==> src/hdl/lfr_pkg.sv <==
`timescale 1ns / 1ps
// ----------------------------------------------------------------------------
// lfr_pkg: shared types and constants of the LRU frame replacer
// Request codes, field widths and the controller/datapath handshake structs.
// ----------------------------------------------------------------------------
package lfr_pkg;

	// Fixed field widths
	localparam int FRAME_W     = 6;
	localparam int CNT_W       = 7;
	localparam int ACT_W       = 2;
	localparam int FRAME_SPACE = 64;

	// Request kinds
	typedef enum logic [ACT_W-1:0] {
		ACT_VICTIM = 2'd0,
		ACT_PIN    = 2'd1,
		ACT_UNPIN  = 2'd2,
		ACT_SIZE   = 2'd3
	} action_t;

	// Commands from the controller to the datapath
	typedef struct packed {
		logic accept;   // request transfer this cycle
		logic scan;     // list scan / compaction step
		logic finish;   // last scan cycle, post the result
	} cmd_t;

	// Status from the datapath to the controller
	typedef struct packed {
		logic res_pend;   // a result waits for the output register
		logic need_scan;  // current request must walk the list
		logic scan_done;  // every entry read and handled
	} stat_t;

endpackage

==> src/hdl/lfr_req_if.sv <==
`timescale 1ns / 1ps
// ----------------------------------------------------------------------------
// lfr_req_if: request channel
// Valid/ready channel carrying one replacer request.
// ----------------------------------------------------------------------------
interface lfr_req_if;

	logic                        valid;
	logic                        ready;
	logic [lfr_pkg::ACT_W-1:0]   action;
	logic [lfr_pkg::FRAME_W-1:0] frame_num;

	modport source (output valid, output action, output frame_num, input ready);
	modport sink   (input valid, input action, input frame_num, output ready);

endinterface

==> src/hdl/lfr_rsp_if.sv <==
`timescale 1ns / 1ps
// ----------------------------------------------------------------------------
// lfr_rsp_if: result channel
// Valid/ready channel carrying one replacer result.
// ----------------------------------------------------------------------------
interface lfr_rsp_if;

	logic                        valid;
	logic                        ready;
	logic                        victim_valid;
	logic [lfr_pkg::FRAME_W-1:0] victim_frame;
	logic [lfr_pkg::CNT_W-1:0]   evictable_count;

	modport source (output valid, output victim_valid, output victim_frame,
		output evictable_count, input ready);
	modport sink   (input valid, input victim_valid, input victim_frame,
		input evictable_count, output ready);

endinterface

==> src/hdl/lfr_ctrl.sv <==
`timescale 1ns / 1ps
// ----------------------------------------------------------------------------
// lfr_ctrl: replacer controller
// Takes requests when the datapath can hold a result and sequences list scans.
// ----------------------------------------------------------------------------
module lfr_ctrl (
	input  logic           clk,
	input  logic           arst_n,
	input  logic           req_valid,
	output logic           req_ready,
	input  lfr_pkg::stat_t st,
	output lfr_pkg::cmd_t  cmd
);

	typedef enum logic {
		ST_IDLE,
		ST_SCAN
	} state_t;

	state_t state_q;

	// Command decode
	always_comb begin
		cmd       = '0;
		req_ready = 1'b0;
		unique case (state_q)
			ST_IDLE: begin
				req_ready  = !st.res_pend;
				cmd.accept = req_valid && !st.res_pend;
			end
			ST_SCAN: begin
				cmd.scan   = 1'b1;
				cmd.finish = st.scan_done;
			end
			default: begin
				cmd = '0;
			end
		endcase
	end

	// State register
	always_ff @(posedge clk or negedge arst_n) begin
		if (!arst_n) begin
			state_q <= ST_IDLE;
		end else begin
			unique case (state_q)
				ST_IDLE: begin
					if (cmd.accept && st.need_scan) state_q <= ST_SCAN;
				end
				ST_SCAN: begin
					if (st.scan_done) state_q <= ST_IDLE;
				end
				default: begin
					state_q <= ST_IDLE;
				end
			endcase
		end
	end

endmodule

==> src/hdl/lfr_datapath.sv <==
`timescale 1ns / 1ps
// ----------------------------------------------------------------------------
// lfr_datapath: replacer list storage and result path
// Order memory, listed flags, entry count, scan pointer and output register.
// ----------------------------------------------------------------------------
module lfr_datapath #(
	parameter int NUM_FRAMES = 64
) (
	input  logic                        clk,
	input  logic                        arst_n,
	input  logic [lfr_pkg::ACT_W-1:0]   action,
	input  logic [lfr_pkg::FRAME_W-1:0] frame_num,
	input  lfr_pkg::cmd_t               cmd,
	output lfr_pkg::stat_t              st,
	input  logic                        out_ready,
	output logic                        out_valid,
	output logic                        out_victim_valid,
	output logic [lfr_pkg::FRAME_W-1:0] out_victim_frame,
	output logic [lfr_pkg::CNT_W-1:0]   out_count
);

	// List can never hold more distinct frames than the frame space
	localparam int DEPTH = (NUM_FRAMES < lfr_pkg::FRAME_SPACE) ? NUM_FRAMES
		: lfr_pkg::FRAME_SPACE;
	localparam int AW = (DEPTH > 1) ? $clog2(DEPTH) : 1;
	localparam int CW = lfr_pkg::CNT_W;
	localparam int FW = lfr_pkg::FRAME_W;

	// Order memory, oldest entry at address 0
	logic [FW-1:0] mem [DEPTH];
	logic [FW-1:0] rd_data_q;
	logic          mem_we;
	logic          mem_re;
	logic [AW-1:0] mem_wa;
	logic [FW-1:0] mem_wd;

	logic [lfr_pkg::FRAME_SPACE-1:0] listed_q;
	logic [CW-1:0]                   count_q;

	// Request context and scan state
	logic          op_victim_q;
	logic [FW-1:0] frame_q;
	logic [CW-1:0] rd_ptr_q;
	logic          rv_q;
	logic [AW-1:0] rv_addr_q;
	logic          found_q;
	logic [FW-1:0] vic_frame_q;

	// Pending result and output register
	logic          res_pend_q;
	logic          res_vv_q;
	logic [FW-1:0] res_vf_q;
	logic [CW-1:0] res_cnt_q;
	logic          out_vld_q;
	logic          out_vv_q;
	logic [FW-1:0] out_vf_q;
	logic [CW-1:0] out_cnt_q;

	logic in_range;
	logic is_victim;
	logic pin_hit;
	logic unpin_ok;
	logic issue;
	logic match;
	logic out_take;

	// Request decode
	assign in_range  = (32'(frame_num) < NUM_FRAMES);
	assign is_victim = (action == lfr_pkg::ACT_VICTIM);
	assign pin_hit   = (action == lfr_pkg::ACT_PIN) && in_range && listed_q[frame_num];
	assign unpin_ok  = (action == lfr_pkg::ACT_UNPIN) && in_range && !listed_q[frame_num]
		&& (count_q < CW'(DEPTH));

	// Scan control
	assign issue = (rd_ptr_q < count_q);
	assign match = op_victim_q || (rd_data_q == frame_q);

	assign st.need_scan = (is_victim && (count_q != '0)) || pin_hit;
	assign st.scan_done = !issue && !rv_q;
	assign st.res_pend  = res_pend_q;

	// Memory port control: append on unpin, move down after the hit on scan
	always_comb begin
		mem_we = 1'b0;
		mem_wa = '0;
		mem_wd = '0;
		mem_re = cmd.scan && issue;
		if (cmd.accept && unpin_ok) begin
			mem_we = 1'b1;
			mem_wa = count_q[AW-1:0];
			mem_wd = frame_num;
		end else if (cmd.scan && rv_q && found_q) begin
			mem_we = 1'b1;
			mem_wa = rv_addr_q - AW'(1);
			mem_wd = rd_data_q;
		end
	end

	// Order memory
	always_ff @(posedge clk) begin
		if (mem_we) mem[mem_wa] <= mem_wd;
		if (mem_re) rd_data_q <= mem[rd_ptr_q[AW-1:0]];
	end

	// Request capture
	always_ff @(posedge clk) begin
		if (cmd.accept) begin
			op_victim_q <= is_victim;
			frame_q     <= frame_num;
		end
		if (cmd.scan) rv_addr_q <= rd_ptr_q[AW-1:0];
		if (cmd.scan && rv_q && !found_q && op_victim_q) vic_frame_q <= rd_data_q;
	end

	// List state and scan control
	always_ff @(posedge clk or negedge arst_n) begin
		if (!arst_n) begin
			listed_q <= '0;
			count_q  <= '0;
			rd_ptr_q <= '0;
			rv_q     <= 1'b0;
			found_q  <= 1'b0;
		end else begin
			if (cmd.accept) begin
				rd_ptr_q <= '0;
				rv_q     <= 1'b0;
				found_q  <= 1'b0;
				if (pin_hit) listed_q[frame_num] <= 1'b0;
				if (unpin_ok) begin
					listed_q[frame_num] <= 1'b1;
					count_q             <= count_q + CW'(1);
				end
			end
			if (cmd.scan) begin
				rv_q <= issue;
				if (issue) rd_ptr_q <= rd_ptr_q + CW'(1);
				if (rv_q && !found_q && match) begin
					found_q <= 1'b1;
					if (op_victim_q) listed_q[rd_data_q] <= 1'b0;
				end
			end
			if (cmd.finish) count_q <= count_q - CW'(1);
		end
	end

	// Result staging
	assign out_take = !out_vld_q || out_ready;

	always_ff @(posedge clk) begin
		if (cmd.accept && !st.need_scan) begin
			res_vv_q  <= 1'b0;
			res_vf_q  <= '0;
			res_cnt_q <= unpin_ok ? count_q + CW'(1) : count_q;
		end else if (cmd.finish) begin
			res_vv_q  <= op_victim_q;
			res_vf_q  <= op_victim_q ? vic_frame_q : '0;
			res_cnt_q <= count_q - CW'(1);
		end
		if (res_pend_q && out_take) begin
			out_vv_q  <= res_vv_q;
			out_vf_q  <= res_vf_q;
			out_cnt_q <= res_cnt_q;
		end
	end

	always_ff @(posedge clk or negedge arst_n) begin
		if (!arst_n) begin
			res_pend_q <= 1'b0;
			out_vld_q  <= 1'b0;
		end else begin
			if ((cmd.accept && !st.need_scan) || cmd.finish) begin
				res_pend_q <= 1'b1;
			end else if (res_pend_q && out_take) begin
				res_pend_q <= 1'b0;
			end
			if (res_pend_q && out_take) begin
				out_vld_q <= 1'b1;
			end else if (out_ready) begin
				out_vld_q <= 1'b0;
			end
		end
	end

	assign out_valid        = out_vld_q;
	assign out_victim_valid = out_vv_q;
	assign out_victim_frame = out_vf_q;
	assign out_count        = out_cnt_q;

endmodule

==> src/hdl/lru_frame_replacer.sv <==
`timescale 1ns / 1ps
// ----------------------------------------------------------------------------
// lru_frame_replacer: least-recently-unpinned frame replacer
// Tracks evictable buffer pool frames in unpin order and picks victims.
// ----------------------------------------------------------------------------
// Usage:
//  req carries action (victim, pin, unpin, size query) and frame_num; rsp
//  returns victim_valid, victim_frame and the evictable count after the
//  request. Exactly one result per request, in request order.
//  Requests with no scan (unpin, size query, pin of an unlisted frame and
//  victim on an empty list) pass their result through the pending result
//  register to the output register. Victim and pin of a listed frame walk
//  the order memory one entry per cycle through its single registered read
//  port. One request is worked on at a time; a new request is taken while
//  an earlier result still sits in the output register, but intake stalls
//  during a scan and while a finished result waits for the output register.
//  Reset clears the listed flags and the count at once; the order memory
//  needs no clearing since only written entries are read.
// ----------------------------------------------------------------------------
module lru_frame_replacer #(
	parameter int NUM_FRAMES = 64
) (
	input logic        clk,
	input logic        arst_n,
	lfr_req_if.sink    req,
	lfr_rsp_if.source  rsp
);

	lfr_pkg::cmd_t  cmd;
	lfr_pkg::stat_t st;
	logic           ready;

	lfr_ctrl u_ctrl (
		.clk       (clk),
		.arst_n    (arst_n),
		.req_valid (req.valid),
		.req_ready (ready),
		.st        (st),
		.cmd       (cmd)
	);

	lfr_datapath #(
		.NUM_FRAMES (NUM_FRAMES)
	) u_datapath (
		.clk              (clk),
		.arst_n           (arst_n),
		.action           (req.action),
		.frame_num        (req.frame_num),
		.cmd              (cmd),
		.st               (st),
		.out_ready        (rsp.ready),
		.out_valid        (rsp.valid),
		.out_victim_valid (rsp.victim_valid),
		.out_victim_frame (rsp.victim_frame),
		.out_count        (rsp.evictable_count)
	);

	assign req.ready = ready;

endmodule

==> src/flat_wrapper.sv <==
// flat-port wrapper written by rule: the top's interface ports become plain ports
module lru_frame_replacer_flat 
#(
	parameter int NUM_FRAMES = 64
)
  (clk, arst_n, req_valid, req_action, req_frame_num, req_ready, rsp_valid, rsp_victim_valid, rsp_victim_frame, rsp_evictable_count, rsp_ready);
  lfr_req_if req_i ();
  lfr_rsp_if rsp_i ();
  input logic clk;
  input logic arst_n;
  input wire logic [$bits(req_i.valid)-1:0] req_valid;
  input wire logic [$bits(req_i.action)-1:0] req_action;
  input wire logic [$bits(req_i.frame_num)-1:0] req_frame_num;
  output wire logic [$bits(req_i.ready)-1:0] req_ready;
  output wire logic [$bits(rsp_i.valid)-1:0] rsp_valid;
  output wire logic [$bits(rsp_i.victim_valid)-1:0] rsp_victim_valid;
  output wire logic [$bits(rsp_i.victim_frame)-1:0] rsp_victim_frame;
  output wire logic [$bits(rsp_i.evictable_count)-1:0] rsp_evictable_count;
  input wire logic [$bits(rsp_i.ready)-1:0] rsp_ready;
  assign req_i.valid = req_valid;
  assign req_i.action = req_action;
  assign req_i.frame_num = req_frame_num;
  assign req_ready = req_i.ready;
  assign rsp_valid = rsp_i.valid;
  assign rsp_victim_valid = rsp_i.victim_valid;
  assign rsp_victim_frame = rsp_i.victim_frame;
  assign rsp_evictable_count = rsp_i.evictable_count;
  assign rsp_i.ready = rsp_ready;
  lru_frame_replacer #(.NUM_FRAMES(NUM_FRAMES)) u_core (.clk(clk), .arst_n(arst_n), .req(req_i), .rsp(rsp_i));
endmodule
==> config.mk <==
export PLATFORM = sky130hd
export DESIGN_NAME = lru_frame_replacer_flat
export DESIGN_NICKNAME = d
export VERILOG_FILES = /design/src/hdl/lfr_pkg.sv /design/src/hdl/lfr_req_if.sv /design/src/hdl/lfr_rsp_if.sv /design/src/hdl/lfr_ctrl.sv /design/src/hdl/lfr_datapath.sv /design/src/hdl/lru_frame_replacer.sv /design/src/flat_wrapper.sv
export SDC_FILE = /design/constraint.sdc
export NUM_CORES = 1
export LEC_CHECK = 0
export BUFFER_PORTS_ARGS = -buffer_cell sky130_fd_sc_hd__buf_2
export CORE_MARGIN = 3
export CORE_UTILIZATION = 63
export CTS_CLUSTER_DIAMETER = 50
export DETAILED_ROUTE_END_ITERATION = 10
export PLACE_DENSITY_LB_ADDON = 0.1
export SLEW_MARGIN = 20
export SYNTH_ARGS = -nofsm -noshare
export SYNTH_HDL_FRONTEND = slang
export SYNTH_SLANG_ARGS = --single-unit
export TNS_END_PERCENT = 1
==> constraint.sdc <==
create_clock -name clk -period 6.9 [get_ports clk]
set_input_delay 1.035 -clock clk [delete_from_list [all_inputs] [get_ports clk]]
set_output_delay 1.035 -clock clk [all_outputs]
set_load 0.05 [all_outputs]
# Word-level counts from Yosys, hierarchy flattened
# Memory sizes are Yosys's and may differ from the RTL's. A register that Yosys moved wholly into a read port is not among the register bits.
# Cells that the tools add are included.
[word_totals]
wordCells = 120
memories = 1
inputBits = 12
mem_bits_rw = 384
output_inout_bits = 16
register_bits = 130
[mem_list]
columns = ["memory", "depth", "word_bits", "rd", "rd_ports_with_merged_regs", "wr", "line_no", "text"]
rows = [
  ["u_core.u_datapath.mem", 64, 6, 1, 1, 1, "lfr_datapath.sv:30", "logic [FW-1:0] mem [DEPTH];"],
]
[op_classes]
magnitude_cmp = 6
addsub = 4
bitwise = 6
muxes = 45
n_eq_ne = 3
n_reduce_logical = 37
[op_table]
columns = ["cell", "count"]
rows = [
  ["$mux W64", 7],
  ["$and A64 B64 Y64", 2],
  ["$not A64 Y64", 2],
  ["$or A64 B64 Y64", 1],
  ["$mux W7", 8],
  ["$mux W6", 5],
  ["$mux W1", 20],
  ["$logic_and A1 B1 Y1", 19],
  ["$add A7 B1 Y7 const B", 2],
  ["$lt A6 B7 Y1 const B", 2],
  ["$demux W1 S6", 2],
  ["$ge A6 B1 Y1 const B", 2],
  ["$reduce_bool A2 Y1", 5],
  ["$logic_not A1 Y1", 7],
  ["$lt A7 B7 Y1", 1],
  ["$lt A7 B7 Y1 const B", 1],
  ["$reduce_bool A7 Y1", 1],
  ["$sub A7 B1 Y7 const B", 1],
  ["$bmux W1 S6", 1],
  ["$eq A6 B6 Y1", 1],
  ["$sub A6 B1 Y6 const B", 1],
  ["$logic_or A1 B1 Y1", 4],
  ["$eq A2 B1 Y1 const B", 1],
  ["$eq A2 B2 Y1 const B", 1],
  ["other kinds (4)", 4],
]

# Depth between registers and ports, before layout
[depth]
ltp_word = 15
depth_mapped = 13
mapped_depth_nobuf = 11

# Modules after synthesis
# A second synthesis with hierarchy kept.
[hier_totals]
hier_cells = 1424
area_unflattened_um2 = 22539.1
[modules_own_cells]
columns = ["mod", "cells_per_inst", "seq_area_each_um2", "instances", "area_per_inst_um2"]
rows = [
  ["lfr_datapath", 1417, 15104.5, 1, 22469.0],
  ["lfr_ctrl", 7, 25.0, 1, 70.1],
]

# Worst setup path before layout
# Ideal clock, no wire load.
[synth_timing]
kind = "input -> register"
from = "in req_frame_num[1]"
to = "mem u_core.u_datapath.mem[0][0] (netlist name) (data pin)"
arrival_ns = 5.399
path_buffers = 4
slack_ns = 0.799
t_required_ns = 6.198
path_stages = 11
cell_sequence = "buf_6 > nor2b_4 > buf_6 > a221o_1 > a21o_1 > a222oi_1 > and4_1 > buf_2 > nand3_2 > clkbuf_1 > o21ai_0"
[synth_via]
elab_chain_cells = 7
[synth_lines]
columns = ["element", "line_no", "text"]
rows = [
  ["from (decl)", "flat_wrapper.sv:13", "input wire logic [$bits(req_i.frame_num)-1:0] req_frame_num;"],
  ["$bmux W1 S6", "lfr_datapath.sv:71", "assign unpin_ok = (action == lfr_pkg::ACT_UNPIN) && in_range && !listed_q[frame_num]"],
  ["$mux W1 (implied by the code)", "lfr_datapath.sv:71", ""],
  ["$logic_not A1 Y1", "lfr_datapath.sv:71", ""],
  ["$logic_and A1 B1 Y1", "lfr_datapath.sv:71", ""],
  ["$logic_and A1 B1 Y1", "lfr_datapath.sv:72", "&& (count_q < CW'(DEPTH));"],
  ["$logic_and A1 B1 Y1", "lfr_datapath.sv:88", "if (cmd.accept && unpin_ok) begin"],
  ["$mux W6", "lfr_datapath.sv:88", ""],
  ["via u_core.u_datapath.mem_wd[0]", "lfr_datapath.sv:35", "logic [FW-1:0] mem_wd;"],
  ["to (decl)", "lfr_datapath.sv:30", ""],
]
# The timed path passes the listed nets, and every way through them passes these cells. The select of a mux whose other input is x is not followed.

# Final worst setup path
[layout_timing]
from = "in req_frame_num[2]"
to = "mem u_core.u_datapath.mem[55][4] (netlist name) (enable)"
[layout_via]
elab_chain_cells = 9
word_cells_on_any_way = 10
[layout_lines]
columns = ["element", "line_no", "text"]
rows = [
  ["$bmux W1 S6 (*)", "lfr_datapath.sv:71", ""],
  ["$mux W1 (implied by the code) (*)", "lfr_datapath.sv:71", ""],
  ["$logic_not A1 Y1 (*)", "lfr_datapath.sv:71", ""],
  ["$logic_and A1 B1 Y1 (*)", "lfr_datapath.sv:71", ""],
  ["$logic_and A1 B1 Y1 (*)", "lfr_datapath.sv:72", ""],
  ["$logic_and A1 B1 Y1 (*)", "lfr_datapath.sv:88", ""],
  ["$mux W1", "lfr_datapath.sv:88", ""],
  ["$mux W1", "lfr_datapath.sv:101", "if (mem_we) mem[mem_wa] <= mem_wd;"],
  ["$mux W1 (implied by the code)", "lfr_datapath.sv:101", ""],
]
# Mark *: on every way between the ends. The rest lies on a longest branch, timed or not. The select of a mux whose other input is x is not followed.

==> flow_metrics.py <==
metrics = {
    "placement": {
        "place_hpwl_um": 33200,
        "place_area_mm2": 0.0230,
        "gp_congestion": 0.871,
        "port_buffers": 27,
    },
    "setup_path": {
        "worst_setup_path_start_kind": "primary input",
        "path_cells": "buf_2, inv_1, a221o_1, a21o_1, a222oi_1, nand4_1, nor3_4, buf_4, a21oi_2, nor2_1",
        "cp.arrival_ps": 5240,
        "crit_fanout": 40,
        "crit_slowest_cell": "nor2_1",
        "path_delay_family": "buffers and inverters",
        "worstSetupEndpointType": "register",
        "critPathKind": "in2reg",
        "required_ps": 7120,
        "critPathBufInv": 3,
        "critPathMaxStageDelay_ps": 610,
    },
    "drt": {
        "viasPerCell": 6.95,
        "initialDrtViolationCount": 1503,
        "drc": 0,
        "wl_um": 53300,
        "vias": 13329,
        "firstDrtPassIters": 5,
        "wl_per_cell_um": 27.8,
        "ant_nets": 0,
    },
    "job": {
        "cap_viol_max_count": 0,
    },
    "floorplanning": {
        "num_rows": 68,
        "core_mm2": 0.0347,
        "ios": 28,
        "dieArea_mm2": 0.0377,
        "start_util": 0.643,
        "die_h_um": 194,
        "die_x_um": 194,
    },
    "clock_tree": {
        "cts_root_buf": "clkbuf_16",
        "tritoncts": "yes",
        "cts.clk_slew.worst_paths_ps": 60,
        "cts_inserted_buffers": 52,
        "clock_path_buffers": 3,
        "ctsHtreeMaxLevel": 2,
        "clock_sinks": 520,
        "ctsHoldBuffers": 0,
        "clk-insertion-delay-late_ps": 610,
        "cts_post_setup_buffers_inserted": 0,
        "cts_repair_resize_count": 0,
    },
    "yosys": {
        "ys_ff_latch": 520,
        "async_flop_share": 0.160,
        "synth_area_leaders": "edfxtp_1 (58%), mux4_2 (13%), dfrtp_1 (9.3%)",
        "synth_top_cell_by_area": "edfxtp_1",
        "yosysSeqAreaShare": 0.678,
        "synth_common_cells": "edfxtp_1 (430), mux4_2 (128), nand2_1 (97), nor2_1 (97), dfrtp_1 (83)",
        "synth_edf_count": 430,
        "syn_inst": 1391,
        "netlist_area_mm2": 0.0223,
        "yosysWarnings": 0,
        "synthMostInstantiatedCell": "edfxtp_1",
        "ys.flop_type": "edfxtp_1",
        "synth_area_per_cell_um2": 16.1,
        "netlist.area_leader.share": 0.578,
        "ys_types": 71,
        "syn_nets": 1414,
    },
    "timing": {
        "rsz0062_at_grt": "false",
        "max_slew_margin": 0.213,
        "max_freq_mhz": 199,
        "fin_skew_ps": 23.8,
        "fin_crit_ps": 5020,
        "fin_crit_sh": 0.728,
        "finalHoldViolations": 0,
        "setup-violations-final": 0,
        "drv_slew": 0,
        "tns_ps": 0,
        "worst_pin_slew_ps": 1170,
    },
    "global_route": {
        "grt_usage": 0.289,
        "grt_max_degree": 77,
        "gr-total-overflow": 0,
        "grt_pass1_wl_um": 83200,
        "grt_pass1_vias": 13138,
        "grt_antenna_before_repair": 0,
    },
    "power_and_ir_drop": {
        "power.switching_uw": 3280,
        "cellLeakagePower_uw": 0.00839,
        "p_clk_frac": 0.272,
        "pwr_density_cell_mw_per_mm2": 403,
        "p_total_uw": 9920,
        "pwr-share-comb": 0.295,
        "pwr-share-seq": 0.433,
        "swShare": 0.330,
        "vdd_ir_drop_max_v": 0.000385,
        "power.internal_uw": 6650,
    },
    "layout": {
        "drive_gt1_frac": 0.217,
        "layout.nets": 1443,
        "synthToLayoutAreaGrowth_pct": 10.4,
        "antenna_cells": 0,
        "fillers": 2237,
        "fin_area_mm2": 0.0246,
    },
    "hold_path": {
        "hold_class": "in2async",
    },
    "outcome": {
        "status": "completed",
    },
}
[logic make-up after synthesis]
logic type      Yosys count  share of synthesized area
simple gates            384                     0.0827
xor+xnor                 21                    0.00824
compound gates          197                     0.0645
flops                   520                      0.678
mux                     154                      0.141
buf+inv                 104                     0.0194
fa+ha+maj                11                    0.00616
[worst paths after layout]
kind	end	cells past startpoint	slack, ps	startpoint
min in group clk	u_core.u_datapath.out_count[1]	0	420	u_core.u_datapath.res_cnt_q[1]
setup / recovery	u_core.u_datapath.mem[55][4]	10	1880	req_frame_num[2]
setup reg to reg	u_core.u_datapath.mem[55][4]	9	2870	u_core.u_datapath.listed_q[15]
hold / removal	u_core.u_datapath.rd_ptr_q[4]	1	280	arst_n
max in group asynchronous	u_core.u_datapath.listed_q[24]	2	5420	arst_n
hold reg to reg	u_core.u_datapath.out_count[1]	0	420	u_core.u_datapath.res_cnt_q[1]
[through the flow]
stage	utilization	setup slack [ps]	hold slack, ps	instances
global route	0.710	1680	257	1919
global placement	0.662	1410	404	1820
detailed placement	0.662	1360	405	1820
finish	0.710	1880	281	1919
floorplan	-	799	400	1391
CTS	0.709	1990	258	1918
[cell type report]
cell class,instances,area (um^2),area share
multi-input cells,767,6820,0.277
clock inverters,33,231,0.00939
clock buffers,65,1400,0.0569
repair buffers,60,418,0.0170
inverters,19,71.3,0.00289
well taps,455,569,0.0231
flip-flops and latches,520,15100,0.614
[layout by cell type (no fill, tap or decap), types with 6 or more instances in the layout]
master,count
buf_4,32
clkbuf_16,53
a32o_1,6
ha_1,11
nand4_1,6
clkinv_1,14
a22oi_1,40
edfxtp_1,430
dfrtp_1,81
clkinv_2,10
a21boi_0,6
a31oi_1,11
nor4_1,11
o221a_2,13
inv_1,16
nand2b_1,6
nor3_1,44
nor2_1,97
a21oi_1,12
mux4_2,128
mux2i_1,16
xor2_1,7
and3_1,9
and2_1,7
mux2_2,10
clkbuf_1,9
xnor2_1,14
nor3b_1,6
buf_2,26
o21ai_0,53
nand2_1,97
a211oi_1,8
nand3_1,70
dfxtp_1,7
[power groups by stage]
stage / clock (uW) / combinational [uW] / sequential (uW)
final: 2700 / 2920 / 4300
after global routing: 2870 / 3120 / 4330
after CTS: 2730 / 2860 / 4360
after detailed placement: 0 / 2840 / 4420
after global placement: 0 / 2800 / 4410
after floorplan: 0 / 1930 / 4280
[state kept, by name (all words and copies together) (netlist names)]
signal,flops
u_core.u_datapath.frame_q,6
u_core.u_datapath.out_count,7
u_core.u_datapath.out_victim_valid,1
u_core.u_datapath.mem,384
u_core.u_datapath.listed_q,64
u_core.u_datapath.rd_ptr_q,7
u_core.u_datapath.count_q,7
u_core.u_datapath.found_q,1
u_core.u_datapath.rv_addr_q,6
u_core.u_datapath.res_pend_q,1
u_core.u_datapath.rv_q,1
u_core.u_datapath.out_valid,1
u_core.u_datapath.out_victim_frame,6
u_core.u_datapath.rd_data_q,6
u_core.u_datapath.res_vv_q,1
u_core.u_datapath.res_cnt_q,7
u_core.u_datapath.res_vf_q,6
u_core.u_datapath.op_victim_q,1
u_core.u_ctrl.state_q,1
u_core.u_datapath.vic_frame_q,6
[per-layer routing]
metal	track usage	share of wire	wire [um]	vias up
met5	0	0	0	-
met4	0.0742	0.026	1360	0
met3	0.0513	0.096	5140	112
met2	0.432	0.47	24900	750
met1	0.455	0.41	21900	6839
li1	-	-	-	5628
Power figures use the tool's default switching activity.
